<file path="config.mk">
export PLATFORM = sky130hd
export DESIGN_NAME = brw_mod
export DESIGN_NICKNAME = d
export VERILOG_FILES = /design/src/hdl/brw_pkg.sv /design/src/hdl/brw_mod.sv
export VERILOG_INCLUDE_DIRS = /design/src /design/src/hdl
export SDC_FILE = /design/constraint.sdc
export NUM_CORES = 1
export LEC_CHECK = 0
export BUFFER_PORTS_ARGS = -buffer_cell sky130_fd_sc_hd__buf_4
export CORE_MARGIN = 1
export CORE_UTILIZATION = 57
export CTS_BUF_LIST = sky130_fd_sc_hd__clkbuf_4 sky130_fd_sc_hd__clkbuf_8
export DETAILED_ROUTE_END_ITERATION = 8
export PLACE_DENSITY_LB_ADDON = 0.15
export RECOVER_POWER = 25
export SLEW_MARGIN = 15
export SYNTH_ARGS = -nofsm -noshare
export SYNTH_HDL_FRONTEND = slang
export SYNTH_SLANG_ARGS = --single-unit
</file>
<file path="constraint.sdc">
create_clock -name i_clk -period 2.8 [get_ports i_clk]
set_clock_uncertainty 0.1 [all_clocks]
set_input_delay 0.56 -clock i_clk [delete_from_list [all_inputs] [get_ports i_clk]]
set_output_delay 0.56 -clock i_clk [all_outputs]
set_load 0.005 [all_outputs]
</file>
<file path="src/hdl/bipartite_degree_preserving_rewire_defines.svh">
// Assertion macros for the degree-preserving rewire block.
// Expect i_clk and i_rst_n in the scope where they are used.
`ifndef BIPARTITE_DEGREE_PRESERVING_REWIRE_DEFINES_SVH
`define BIPARTITE_DEGREE_PRESERVING_REWIRE_DEFINES_SVH
`ifndef SYNTH
// same-cycle implication
`define BRW_ASSERT_NOW(lbl, ante, cons) \
    lbl: assert property (@(posedge i_clk) disable iff (!i_rst_n) (ante) |-> (cons)) \
        else $error("brw assertion failed");
// next-cycle implication
`define BRW_ASSERT_NEXT(lbl, ante, cons) \
    lbl: assert property (@(posedge i_clk) disable iff (!i_rst_n) (ante) |=> (cons)) \
        else $error("brw assertion failed");
`else
`define BRW_ASSERT_NOW(lbl, ante, cons)
`define BRW_ASSERT_NEXT(lbl, ante, cons)
`endif
`endif

</file>
<file path="src/hdl/brw_pkg.sv">
// Shared types, constants and the LFSR step for the rewire block.
// No dependencies.
package brw_pkg;

    localparam int ID_W    = 16;
    localparam int IDX_W   = 10;
    localparam int OP_W    = 2;
    localparam int STS_W   = 2;
    localparam int CNTO_W  = 11;
    localparam int LFSR_W  = 32;
    localparam logic [LFSR_W-1:0] LFSR_MASK = 32'hD000_0001;

    typedef enum logic [OP_W-1:0] {
        OP_CLEAR = 2'd0,
        OP_ADD   = 2'd1,
        OP_RAND  = 2'd2,
        OP_READ  = 2'd3
    } t_op;

    typedef enum logic [STS_W-1:0] {
        STS_OK    = 2'd0,
        STS_FULL  = 2'd1,
        STS_RANGE = 2'd2
    } t_status;

    typedef enum logic [5:0] {
        S_INIT, S_IDLE, S_CLR,
        S_ADD_RD, S_ADD_CMP, S_ADD_CHK, S_ADD_UPD,
        S_RT_INIT, S_RS_RD, S_RS_WR,
        S_SH_CHK, S_SH_DRAW, S_SH_WAIT, S_SH_RDA, S_SH_RDB, S_SH_WA, S_SH_WB,
        S_P_CHK, S_P_RD, S_P_S,
        S_ST_CHK, S_ST_WAIT, S_SR_RD, S_SR_T, S_SR_CMP,
        S_PL_WR, S_PL_FILL, S_PL_WA, S_PL_WB,
        S_LC_INIT, S_LC_RD, S_LC_WR,
        S_RD_CHK, S_RD_RD, S_RD_CMP, S_RD_T, S_RD_T2,
        S_DONE
    } t_state;

    // Galois LFSR, shift right
    function automatic logic [LFSR_W-1:0] lfsr_next(input logic [LFSR_W-1:0] s);
        logic [LFSR_W-1:0] v;
        v = s >> 1;
        if (s[0]) begin
            v = v ^ LFSR_MASK;
        end
        return v;
    endfunction

endpackage

</file>
<file path="src/hdl/brw_mod.sv">
// Shared restoring remainder unit: 32-bit dividend mod BW-bit divisor,
// one bit per cycle. Depends on brw_pkg and the defines header.
`include "bipartite_degree_preserving_rewire_defines.svh"
module brw_mod #(
    parameter int BW = 9
) (
    input  logic                         i_clk,
    input  logic                         i_rst_n,
    input  logic                         i_start,
    input  logic [brw_pkg::LFSR_W-1:0]   i_dividend,
    input  logic [BW-1:0]                i_divisor,
    output logic                         o_done,
    output logic [BW-1:0]                o_rem
);
    import brw_pkg::*;

    localparam int CNT_W = $clog2(LFSR_W);

    logic              r_busy;
    logic              r_done;
    logic [CNT_W-1:0]  r_cnt;
    logic [LFSR_W-1:0] r_a;
    logic [BW-1:0]     r_r;
    logic [BW-1:0]     r_div;
    logic [BW:0]       trial;
    logic [BW-1:0]     n_r;

    always_comb begin
        trial = {r_r, r_a[LFSR_W-1]};
        if (trial >= {1'b0, r_div}) begin
            n_r = BW'(trial - {1'b0, r_div});
        end else begin
            n_r = BW'(trial);
        end
    end

    always_ff @(posedge i_clk) begin
        if (!i_rst_n) begin
            r_busy <= 1'b0;
            r_done <= 1'b0;
            r_cnt  <= '0;
        end else begin
            r_done <= 1'b0;
            if (i_start) begin
                r_busy <= 1'b1;
                r_cnt  <= '0;
                r_a    <= i_dividend;
                r_r    <= '0;
                r_div  <= i_divisor;
            end else if (r_busy) begin
                r_r <= n_r;
                r_a <= r_a << 1;
                r_cnt <= r_cnt + 1'b1;
                if (r_cnt == CNT_W'(LFSR_W - 1)) begin
                    r_busy <= 1'b0;
                    r_done <= 1'b1;
                end
            end
        end
    end

    assign o_done = r_done;
    assign o_rem  = r_r;

    `BRW_ASSERT_NEXT(a_mod_start, i_start, r_busy)
    `BRW_ASSERT_NOW(a_mod_rem, r_done && (r_div != '0), r_r < r_div)
    `BRW_ASSERT_NOW(a_mod_done_idle, r_done, !r_busy)
endmodule
</file>
# Yosys cells after proc, flatten, opt, wreduce, memory -nomap -nowiden
# Cells that the tools add are included.
word_totals:
  regBits: 57
  input_bits: 44
  output_inout_bits: 10
  elab_cells: 25
op_classes:
  add_sub_neg: 2
  n_lt_le_gt_ge: 1
  n_eq_ne: 1
  n_mux: 8
  n_bitwise: 2
  reduce_logical: 5
ops:
  columns: ["operator", "n"]
  rows:
  - ["$mux 32", 2]
  - ["$mux 9", 2]
  - ["$ge 10x9->1", 1]
  - ["$sub 9x9->9", 1]
  - ["$add 5x1->5 const B", 1]
  - ["$eq 5x5->1 const B", 1]
  - ["$mux 1", 4]
  - ["$reduce_and 2->1", 2]
  - ["$reduce_or 3->1", 1]
  - ["$not 1->1", 2]
  - ["$reduce_bool 2->1", 1]
  - ["$reduce_or 2->1", 1]

# Longest topological paths before layout
# Gate-level depths: netlist of the first run.
depth:
  depth_word: 4
  ltp_mapped: 9
  ltp_nobuf: 9

# Least setup slack after synthesis of the first run
# No wires, ideal clock.
synth_timing:
  kind: "register -> register"
  startpoint: "register r_a[31]"
  endpoint: "register r_r[1] (netlist: o_rem[1]) (data pin)"
  setup_ns: 0.265
  arrival_time_ns: 2.009
  required_ns: 2.435
  slack_ns: 0.425
  stages_incl_launch_ff: 10
  n_path_buf: 0
  synth_period_minus_slack_ns: 2.375
  path_cell_list: "edfxtp_1 > inv_1 > ha_1 > inv_1 > fa_1 > a21o_1 > a221oi_2 > o211a_2 > mux2i_1 > nor2_1"
synth_between:
  elab_chain_len: 3
  word_cells_on_any_way: 4
  cone_classes: "1 x add/sub; 1 x order compare; 2 x mux"
synth_lines:
  columns: ["item", "line", "rtl"]
  rows:
  - ["start: declaration", "brw_mod.sv:22", "logic [LFSR_W-1:0] r_a;"]
  - ["start signal: assignment", "brw_mod.sv:47", "r_a <= i_dividend;"]
  - ["start signal: assignment", "brw_mod.sv:52", "r_a <= r_a << 1;"]
  - ["$sub 9x9->9 / $ge 10x9->1 (equally long branches)", "brw_mod.sv:31, brw_mod.sv:30", null]
  - ["$mux 9 *", "brw_mod.sv:30", "if (trial >= {1'b0, r_div}) begin"]
  - ["$mux 9 *", "brw_mod.sv:50", "end else if (r_busy) begin"]
  - ["end signal: assignment", "brw_mod.sv:51", "r_r <= n_r;"]
  - ["end: declaration", "brw_mod.sv:23", "logic [BW-1:0] r_r;"]
# Mark *: on every way between the ends. The rest lies on a longest branch, timed or not. The select of a mux whose other input is x is not followed.
# A chain may end at the register's enable or synchronous reset.

# Worst setup path after layout of the first run
layout_timing:
  startpoint: "register r_a[31]"
  endpoint: "register r_r[4] (netlist: o_rem[4]) (data pin)"
# The elaborated chain is that of the path after synthesis.

==> reports/results.txt, run 1 <==
Largest net degree at the start of global routing = 33
Failing checks = DRC, capacitance limit, slew limit
Die width = 71.0 um
Boundary pin count = 54
TritonRoute pass-1 iters = 9
EDFF count, synth = 50
Routed length per instance = 15.1 um
Synth top area cells = edfxtp_1 (55%), mux2_2 (13%), dfxtp_1 (5.2%)
Routed Antenna Nets = 0
Final slew viol count = 32
Synthesized area = 0.00272 mm^2
CP arrival = 2.51 ns
Most used DFF post-synth = edfxtp_1
Synth top area share = 55.3%
Static leakage = 1.40 nW
Cell with the most instances after synthesis = edfxtp_1
Fmax = 388 MHz
Overall via count from detail_route = 1729
Synth warnings = 0
Number of DRC markers in iteration 0 = 98
Final Worst Setup Slack = 0.220 ns
Residual DRC count = 3
Mapped Cells = 196
N_diodes = 0
Starting density of the core = 60.7%
Flip-flop and latch area = 0.00164 mm^2
Tcrit/Tclk final = 92.1%
Total CTS buffers = 9
Synthesis-stage register bit count = 57
Final worst path period need = 2.58 ns
Hold Crit Class = in2reg
Fin util = 75.4%
Die area = 0.00505 mm^2
Placed cell area = 0.00319 mm^2
CP Data Required Time = 2.73 ns
Final hold violation count = 0
Syn avg cell area = 13.9 um^2
First-pass GRT wire length = 7.56 mm
Clock buffer depth = 2
Sink Count = 57
Fillcell total = 309
DP Wirelength = 3.19 mm
Fin area = 0.00337 mm^2
Die H = 71.0 um
Post-CTS Repair Setup Buffers = 0
Status = finished, violations left
Critical Path Fanout Max = 7
CTS hold repair buffers = 0
Startpoint Class = flop
Top post-synthesis cells by count = edfxtp_1 (50), mux2_2 (31), nor2_1 (13)
H-Tree Depth = 3
Multi-input gate area = 0.00101 mm^2
Asr flop ratio synth = 0%
Clk_lat worst skew = 0.33 ns
Row count = 24
Setup TNS = 0 ns
Placement Setup Slack = 0.258 ns
Total placed cells including tap cells = 297
Pwr Total = 2.10 mW
Initial antenna violation count = 0
Peak supply drop = 0.472 mV
Pwr per Cell Area = 621 mW/mm^2
CTS tree = yes
Syn nets = 252
Vias in the first global route = 1663
IO buf count = 53
Unrepaired setup endpoints after global routing = no
Slew at the pin closest to its max-slew limit = 1.55 ns
P&R area growth vs syn = 24.1%
Post-Route WL = 4.74 mm
CTS clock-pin slew for the worst setup and hold paths = 0.07 ns
Hold slack = 0.328 ns
Setup violators final = 0
Synth area leader = edfxtp_1
Core Area = 0.00447 mm^2
Library cells used by synthesis = 38
CTS resizes = 0
Relative slew margins = -3.18%
Max cap viols = 1
Seq/Total Area, Yosys = 60.4%
Final Net Count = 312
Crit Path Class = reg2reg
Final Non-Filler Cells = 313
CP Capture Type = flop
Grt total ovfl = 0
Layout cell share with drive strength beyond 1 = 40.6%
GRT Util Overall = 20.3%
CTS root buffer = clkbuf_8
Gpl congestion = 0.793
Routed vias/inst = 5.52
-- sequential cells by signal, indices dropped and copies added (netlist names) --
name    count
r_div       9
r_a        32
r_busy      1
r_cnt       5
o_done      1
o_rem       9
-- critical path, stage by stage (launching register included) --
cell	delay, ns
edfxtp_1	0.38
inv_1	0.07
ha_1	0.15
inv_1	0.05
fa_1	0.41
a21o_1	0.20
a221oi_2	0.39
o211ai_2	0.25
mux2i_1	0.23
nor2_1	0.05
-- worst paths after layout --
path	startpoint	to	slack [ns]	cells past startpoint
setup / recovery	r_a[31]$_DFFE_PP_	o_rem[4]$_SDFFCE_PP0P_	0.22	9
hold / removal	i_divisor[8]	r_div[8]$_DFFE_PP_	0.33	1
setup reg to reg	r_a[31]$_DFFE_PP_	o_rem[4]$_SDFFCE_PP0P_	0.22	9
hold reg to reg	r_cnt[3]$_SDFFE_PP0P_	r_cnt[3]$_SDFFE_PP0P_	0.43	2
-- area by class of cell --
cell class | count | area share [%]
well taps | 52 | 1.93
clock buffers | 12 | 4.34
inverters | 12 | 1.34
repair buffers | 55 | 12.5
multi-input cells | 121 | 29.9
clock inverters | 4 | 1.30
flip-flops and latches | 57 | 48.7
-- report_power, final --
| part | switching, mW | leakage [nW] | internal (mW) |
|---|---|---|---|
| Clock | 0.311 | 0.102 | 0.435 |
| Combinational | 0.153 | 0.760 | 0.174 |
| Sequential | 0.0258 | 0.534 | 0.997 |
| Total | 0.490 | 1.40 | 1.61 |
-- logic make-up after synthesis --
group / share of synthesized area [%]
muxes: 15.1
buffers and inverters: 2.49
adders and majority gates: 5.80
AOI/OAI and AO/OA: 6.91
and+or+nand+nor: 7.37
xor gates and xnor gates: 1.93
DFF: 60.4
-- routing by layer --
layer	part of all wire (%)	vias to the layer above	GRT usage [%]
li1	-	853	-
met1	45	822	25.4
met2	48	46	32.9
met3	5.9	8	5.13
met4	1.1	0	10.7
met5	0	-	0
-- layout by cell type (no fill, tap or decap), types with 2 or more instances in the layout --
cell      Yosys  layout
nand2b_1      2       2
o21ai_0       3       3
a211oi_1      2       2
clkbuf_4      0      12
clkinv_2      0       2
mux2_2       31      31
nand3_1       3       3
dfxtp_1       7       7
nor2_1       13      13
o21bai_1      2       2
ha_1         11      11
clkbuf_8      0       9
xor2_1        3       3
a21oi_1       5       5
edfxtp_1     50      50
mux2i_1       6       6
and3_1        2       2
and2_1        2       2
a21boi_0      2       2
nand2_1      11      11
inv_1        12      12
a21o_1        3       3
xnor2_1       3       3
nand4_1       2       2
buf_4         0      44
No activity file was read; power rests on OpenSTA's default activity.
==> run 2, diff against run 1 <==
- CORE_UTILIZATION: 57 -> 45
==> reports/results.txt, run 2 (synthesis results as in run 1) <==
CTS hold repair buffers = 0 (unchanged)
Routed length per instance = 15.0 um (-0.99%)
DP Wirelength = 3.51 mm (+10%)
Boundary pin count = 54 (unchanged)
Largest net degree at the start of global routing = 30 (-9.1%)
Final worst path period need = 2.59 ns (+0.0150 ns)
Routed Antenna Nets = 0 (unchanged)
Total CTS buffers = 9 (unchanged)
GRT Util Overall = 18.0% (-2.4 points)
Hold Crit Class = in2reg
Core Area = 0.00568 mm^2 (+27%)
CP Capture Type = flop
Total placed cells including tap cells = 319 (+7.4%)
Gpl congestion = 0.763 (-3.7%)
Placement Setup Slack = 0.239 ns (-0.0193 ns)
Final slew viol count = 0 (-100%)
Final Non-Filler Cells = 335 (+7.0%)
Pwr Total = 2.21 mW (+5.7%)
Fin util = 60.6% (-15 points)
Most common cell after layout, fill and taps aside = edfxtp_1
Status = completed
Unrepaired setup endpoints after global routing = no
Residual DRC count = 0 (-3)
Final Net Count = 314 (+0.64%)
P&R area growth vs syn = 26.5%
Grt total ovfl = 0 (unchanged)
Relative slew margins = 65.7% (+69 points)
Peak supply drop = 0.409 mV (-13%)
Register with the highest flop count = r_a
Overall via count from detail_route = 1726 (-0.17%)
Post-Route WL = 5.02 mm (+6.0%)
CTS tree = yes
Tcrit/Tclk final = 92.7% (+0.54 points)
Commonest cells after routing, fill and taps aside = edfxtp_1 (50), buf_4 (48), mux2_2 (31), nor2_1 (13), inv_1 (12)
Initial antenna violation count = 0 (unchanged)
Hold slack = 0.323 ns (-0.00500 ns)
Die area = 0.00635 mm^2 (+26%)
Static leakage = 1.42 nW (+1.7%)
Placed cell area = 0.00321 mm^2 (+0.86%)
Critical Path Fanout Max = 5 (-2)
Slew at the pin closest to its max-slew limit = 0.511 ns (-1.04 ns)
N_diodes = 0 (unchanged)
Fillcell total = 479 (+55%)
TritonRoute pass-1 iters = 4 (-5)
Die H = 79.7 um (+12%)
Clk_lat worst skew = 0.33 ns (about the same)
Setup violators final = 0 (unchanged)
Fin area = 0.00344 mm^2 (+1.9%)
Routed vias/inst = 5.15 (-6.7%)
Number of DRC markers in iteration 0 = 74 (-24%)
IO buf count = 53 (unchanged)
Max FFs per register = 32 (unchanged)
CTS root buffer = clkbuf_8
First-pass GRT wire length = 8.29 mm (+9.8%)
Die width = 79.7 um (+12%)
Setup TNS = 0 ns (unchanged)
Crit Path Class = reg2reg
Vias in the first global route = 1797 (+8.1%)
Flip-flop and latch area = 0.00164 mm^2 (unchanged)
Final hold violation count = 0 (unchanged)
CTS clock-pin slew for the worst setup and hold paths = 0.07 ns (about the same)
H-Tree Depth = 3 (unchanged)
CP Data Required Time = 2.77 ns (+0.04 ns)
CP arrival = 2.56 ns (+0.05 ns)
Startpoint Class = flop
Final Worst Setup Slack = 0.205 ns (-0.0150 ns)
Pwr per Cell Area = 644 mW/mm^2 (+3.7%)
Layout cell share with drive strength beyond 1 = 41.8% (+1.2 points)
Starting density of the core = 47.9% (-13 points)
Multi-input gate area = 0.00101 mm^2 (unchanged)
Fmax = 385 MHz (-0.58%)
Post-CTS Repair Setup Buffers = 0 (unchanged)
Clock buffer depth = 2 (unchanged)
Sink Count = 57 (unchanged)
Row count = 27 (+13%)
CTS resizes = 0 (unchanged)
Max cap viols = 0 (-1)
[run 2: cell count changes in the layout (fill, tap and decap cells not counted)]
cell / change
buf_4: +4
clkbuf_4: -2
buf_12: -1
bufinv_16: +1
clkbuf_1: -1
clkbuf_8: +1
clkinv_1: -1
clkinv_4: +1
[run 2: area by class of cell]
cell class	count	area share, %
inverter	12	1.31
tap	72	2.62
timing repair buffer	57	12.4
clock inverter	5	2.29
clock buffer	11	4.22
multi-input combinational	121	29.3
sequential	57	47.8
[run 2: power breakdown]
group          internal, mW  total, mW  switching [mW]
registers             0.997       1.02          0.0249
clock network         0.534      0.862           0.328
logic                 0.175      0.330           0.156
total                  1.71       2.21           0.509
[run 2: worst max-delay path: stages (launching register included)]
cell,delay [ns]
edfxtp_1,0.40
inv_1,0.07
ha_1,0.15
inv_1,0.05
fa_1,0.40
a21o_1,0.20
a221oi_2,0.41
o211a_2,0.31
mux2i_1,0.19
nor2_1,0.05
[run 2: path summary, 6_finish.rpt]
path / start / end / slack (ns) / cells after the start
worst max-delay path: r_a[31]$_DFFE_PP_ / o_rem[1]$_SDFFCE_PP0P_ / 0.21 / 9
worst min register to register: r_cnt[3]$_SDFFE_PP0P_ / r_cnt[3]$_SDFFE_PP0P_ / 0.44 / 2
worst max register to register: r_a[31]$_DFFE_PP_ / o_rem[1]$_SDFFCE_PP0P_ / 0.21 / 9
worst min-delay path: i_divisor[4] / r_div[4]$_DFFE_PP_ / 0.32 / 1
[run 2: metal layers]
| layer | vias up | global-route usage, % | routed length, um |
|---|---|---|---|
| li1 | 852 | - | - |
| met1 | 822 | 21.7 | 2260 |
| met2 | 46 | 29.2 | 2410 |
| met3 | 6 | 6.40 | 293 |
| met4 | 0 | 6.91 | 55 |
| met5 | - | 0 | 0 |
==> run 3, diff against run 2 <==
- clock period: 2.8 -> 2.3 ns (I/O delays scaled with it)
==> reports/results.txt, run 3 (synthesis results as in run 1) <==
Status = finished, violations left
Failing checks = setup timing
Fmax = 419 MHz (+8.8%)
Cell chain of the critical path = inv_1 > ha_2 > inv_2 > fa_2 > a21o_1 > a221oi_4 > o211a_4 > mux2i_1 > nor2_1
Max cap viols = 0 (unchanged)
Die width = 79.7 um (unchanged)
Register with the highest flop count = r_a
Slew at the pin closest to its max-slew limit = 0.495 ns (-0.0156 ns)
Setup violators final = 9 (+9)
Number of DRC markers in iteration 0 = 55 (-26%)
GRT Util Overall = 18.0% (+0.040 points)
Largest net degree at the start of global routing = 33 (+10%)
Gpl congestion = 0.776 (+1.7%)
Vias in the first global route = 1849 (+2.9%)
CP Data Required Time = 2.28 ns (-0.49 ns)
Layout cell share with drive strength beyond 1 = 46.2% (+4.4 points)
CP arrival = 2.36 ns (-0.20 ns)
First-pass GRT wire length = 8.35 mm (+0.68%)
H-Tree Depth = 3 (unchanged)
Commonest cells after routing, fill and taps aside = buf_4 (63), edfxtp_1 (50), mux2_2 (31), nor2_1 (13), inv_1 (11)
WP buf/inv = 2 (unchanged)
Overall via count from detail_route = 1788 (+3.6%)
Boundary pin count = 54 (unchanged)
Multi-input gate area = 0.00105 mm^2 (+4.6%)
Total CTS buffers = 9 (unchanged)
N_diodes = 0 (unchanged)
CP Capture Type = flop
IO buf count = 53 (unchanged)
Pwr per Cell Area = 758 mW/mm^2 (+18%)
CTS clock-pin slew for the worst setup and hold paths = 0.06 ns (about the same)
Die area = 0.00635 mm^2 (unchanged)
P&R area growth vs syn = 32.2%
CTS tree = yes
Critical Path Fanout Max = 4 (-1)
Final slew viol count = 0 (unchanged)
Peak supply drop = 0.433 mV (+5.9%)
Die H = 79.7 um (unchanged)
Most common cell after layout, fill and taps aside = buf_4
Row count = 27 (unchanged)
Flip-flop and latch area = 0.00164 mm^2 (unchanged)
Placed cell area = 0.00330 mm^2 (+2.7%)
Critical path's top delay family = compound AO/OA/AOI/OAI gates
Crit Path Class = reg2reg
Grt total ovfl = 0 (unchanged)
Fillcell total = 462 (-3.5%)
Final hold violation count = 0 (unchanged)
Routed Antenna Nets = 0 (unchanged)
Relative slew margins = 66.8% (+1.0 points)
Final worst path period need = 2.38 ns (-0.210 ns)
DP Wirelength = 3.52 mm (+0.12%)
Max stage delay on crit path = 0.39 ns (-0.02 ns)
Sink Count = 57 (unchanged)
TritonRoute pass-1 iters = 4 (unchanged)
Core Area = 0.00568 mm^2 (unchanged)
Placement Setup Slack = -0.126 ns (-0.365 ns)
Clk_lat worst skew = 0.33 ns (about the same)
Tcrit/Tclk final = 104% (+11 points)
Max FFs per register = 32 (unchanged)
Residual DRC count = 0 (unchanged)
Critical path's slowest cell = edfxtp_1
CTS hold repair buffers = 0 (unchanged)
Post-Route WL = 5.13 mm (+2.0%)
Clock buffer depth = 2 (unchanged)
Final Worst Setup Slack = -0.0844 ns (-0.290 ns)
Static leakage = 1.50 nW (+5.9%)
Initial antenna violation count = 0 (unchanged)
Starting density of the core = 47.9% (unchanged)
Unrepaired setup endpoints after global routing = yes
Routed length per instance = 14.6 um (-2.6%)
Final Net Count = 330 (+5.1%)
Hold Crit Class = in2reg
Startpoint Class = flop
Routed vias/inst = 5.09 (-1.1%)
Fin area = 0.00359 mm^2 (+4.5%)
CTS root buffer = clkbuf_8
-- run 3: changes by cell type in the layout (fill, tap and decap cells not counted), sizes merged --
| cell | delta |
|---|---|
| buf | +16 |
| clkbuf | -2 |
| clkinv | +2 |
-- run 3: power breakdown --
group	internal (mW)	leakage, nW	switching, mW
registers	1.21	0.534	0.0283
clock network	0.598	0.106	0.395
logic	0.269	0.864	0.220
total	2.08	1.50	0.643
-- run 3: stage by stage --
stage | hold slack [ns] | util (%) | power [mW] | cells | setup TNS, ns
after CTS | 0.184 | 62.5 | 2.74 | 348 | -0.553
after floorplan | 0.367 | - | 1.53 | 196 | -0.0241
after detailed placement | 0.396 | 58.1 | 1.71 | 329 | -0.617
final | 0.225 | 63.3 | 2.72 | 351 | -0.280
after global routing | 0.207 | 63.3 | 2.85 | 351 | -1.24
after global placement | 0.382 | 58.1 | 1.70 | 329 | -0.275
-- run 3: final cells by class --
| type | count | area share [%] |
|---|---|---|
| multi-input cells | 121 | 29.4 |
| clock inverters | 7 | 2.37 |
| repair buffers | 73 | 15.4 |
| well taps | 72 | 2.51 |
| inverters | 12 | 1.25 |
| clock buffers | 9 | 3.45 |
| flip-flops and latches | 57 | 45.7 |
-- run 3: final timing paths --
path                                             from                      to  slack, ns  depth (start not counted)
worst max register to register      r_a[31]$_DFFE_PP_  o_rem[1]$_SDFFCE_PP0P_      -0.08                          9
worst min-delay path                     i_divisor[5]      r_div[5]$_DFFE_PP_       0.22                          1
worst max-delay path                r_a[31]$_DFFE_PP_  o_rem[1]$_SDFFCE_PP0P_      -0.08                          9
worst min register to register  r_cnt[4]$_SDFFE_PP0P_   r_cnt[4]$_SDFFE_PP0P_       0.40                          2
-- run 3: metal layers --
| layer | vias up | global-route usage, % | share of wire [%] |
|---|---|---|---|
| met4 | 0 | 8.18 | 1.4 |
| met3 | 7 | 6.29 | 5.8 |
| met2 | 47 | 27.4 | 46 |
| met5 | - | 0 | 0 |
| li1 | 886 | - | - |
| met1 | 848 | 22.9 | 46 |
-- run 3: timing repair --
action                                  in CTS  in global routing
endpoints found under the hold margin        0                  0
buffers inserted                             3                  3
endpoints found under the setup margin       9                  9
pin swaps                                    3                  8
gates resized for setup                      3                  7
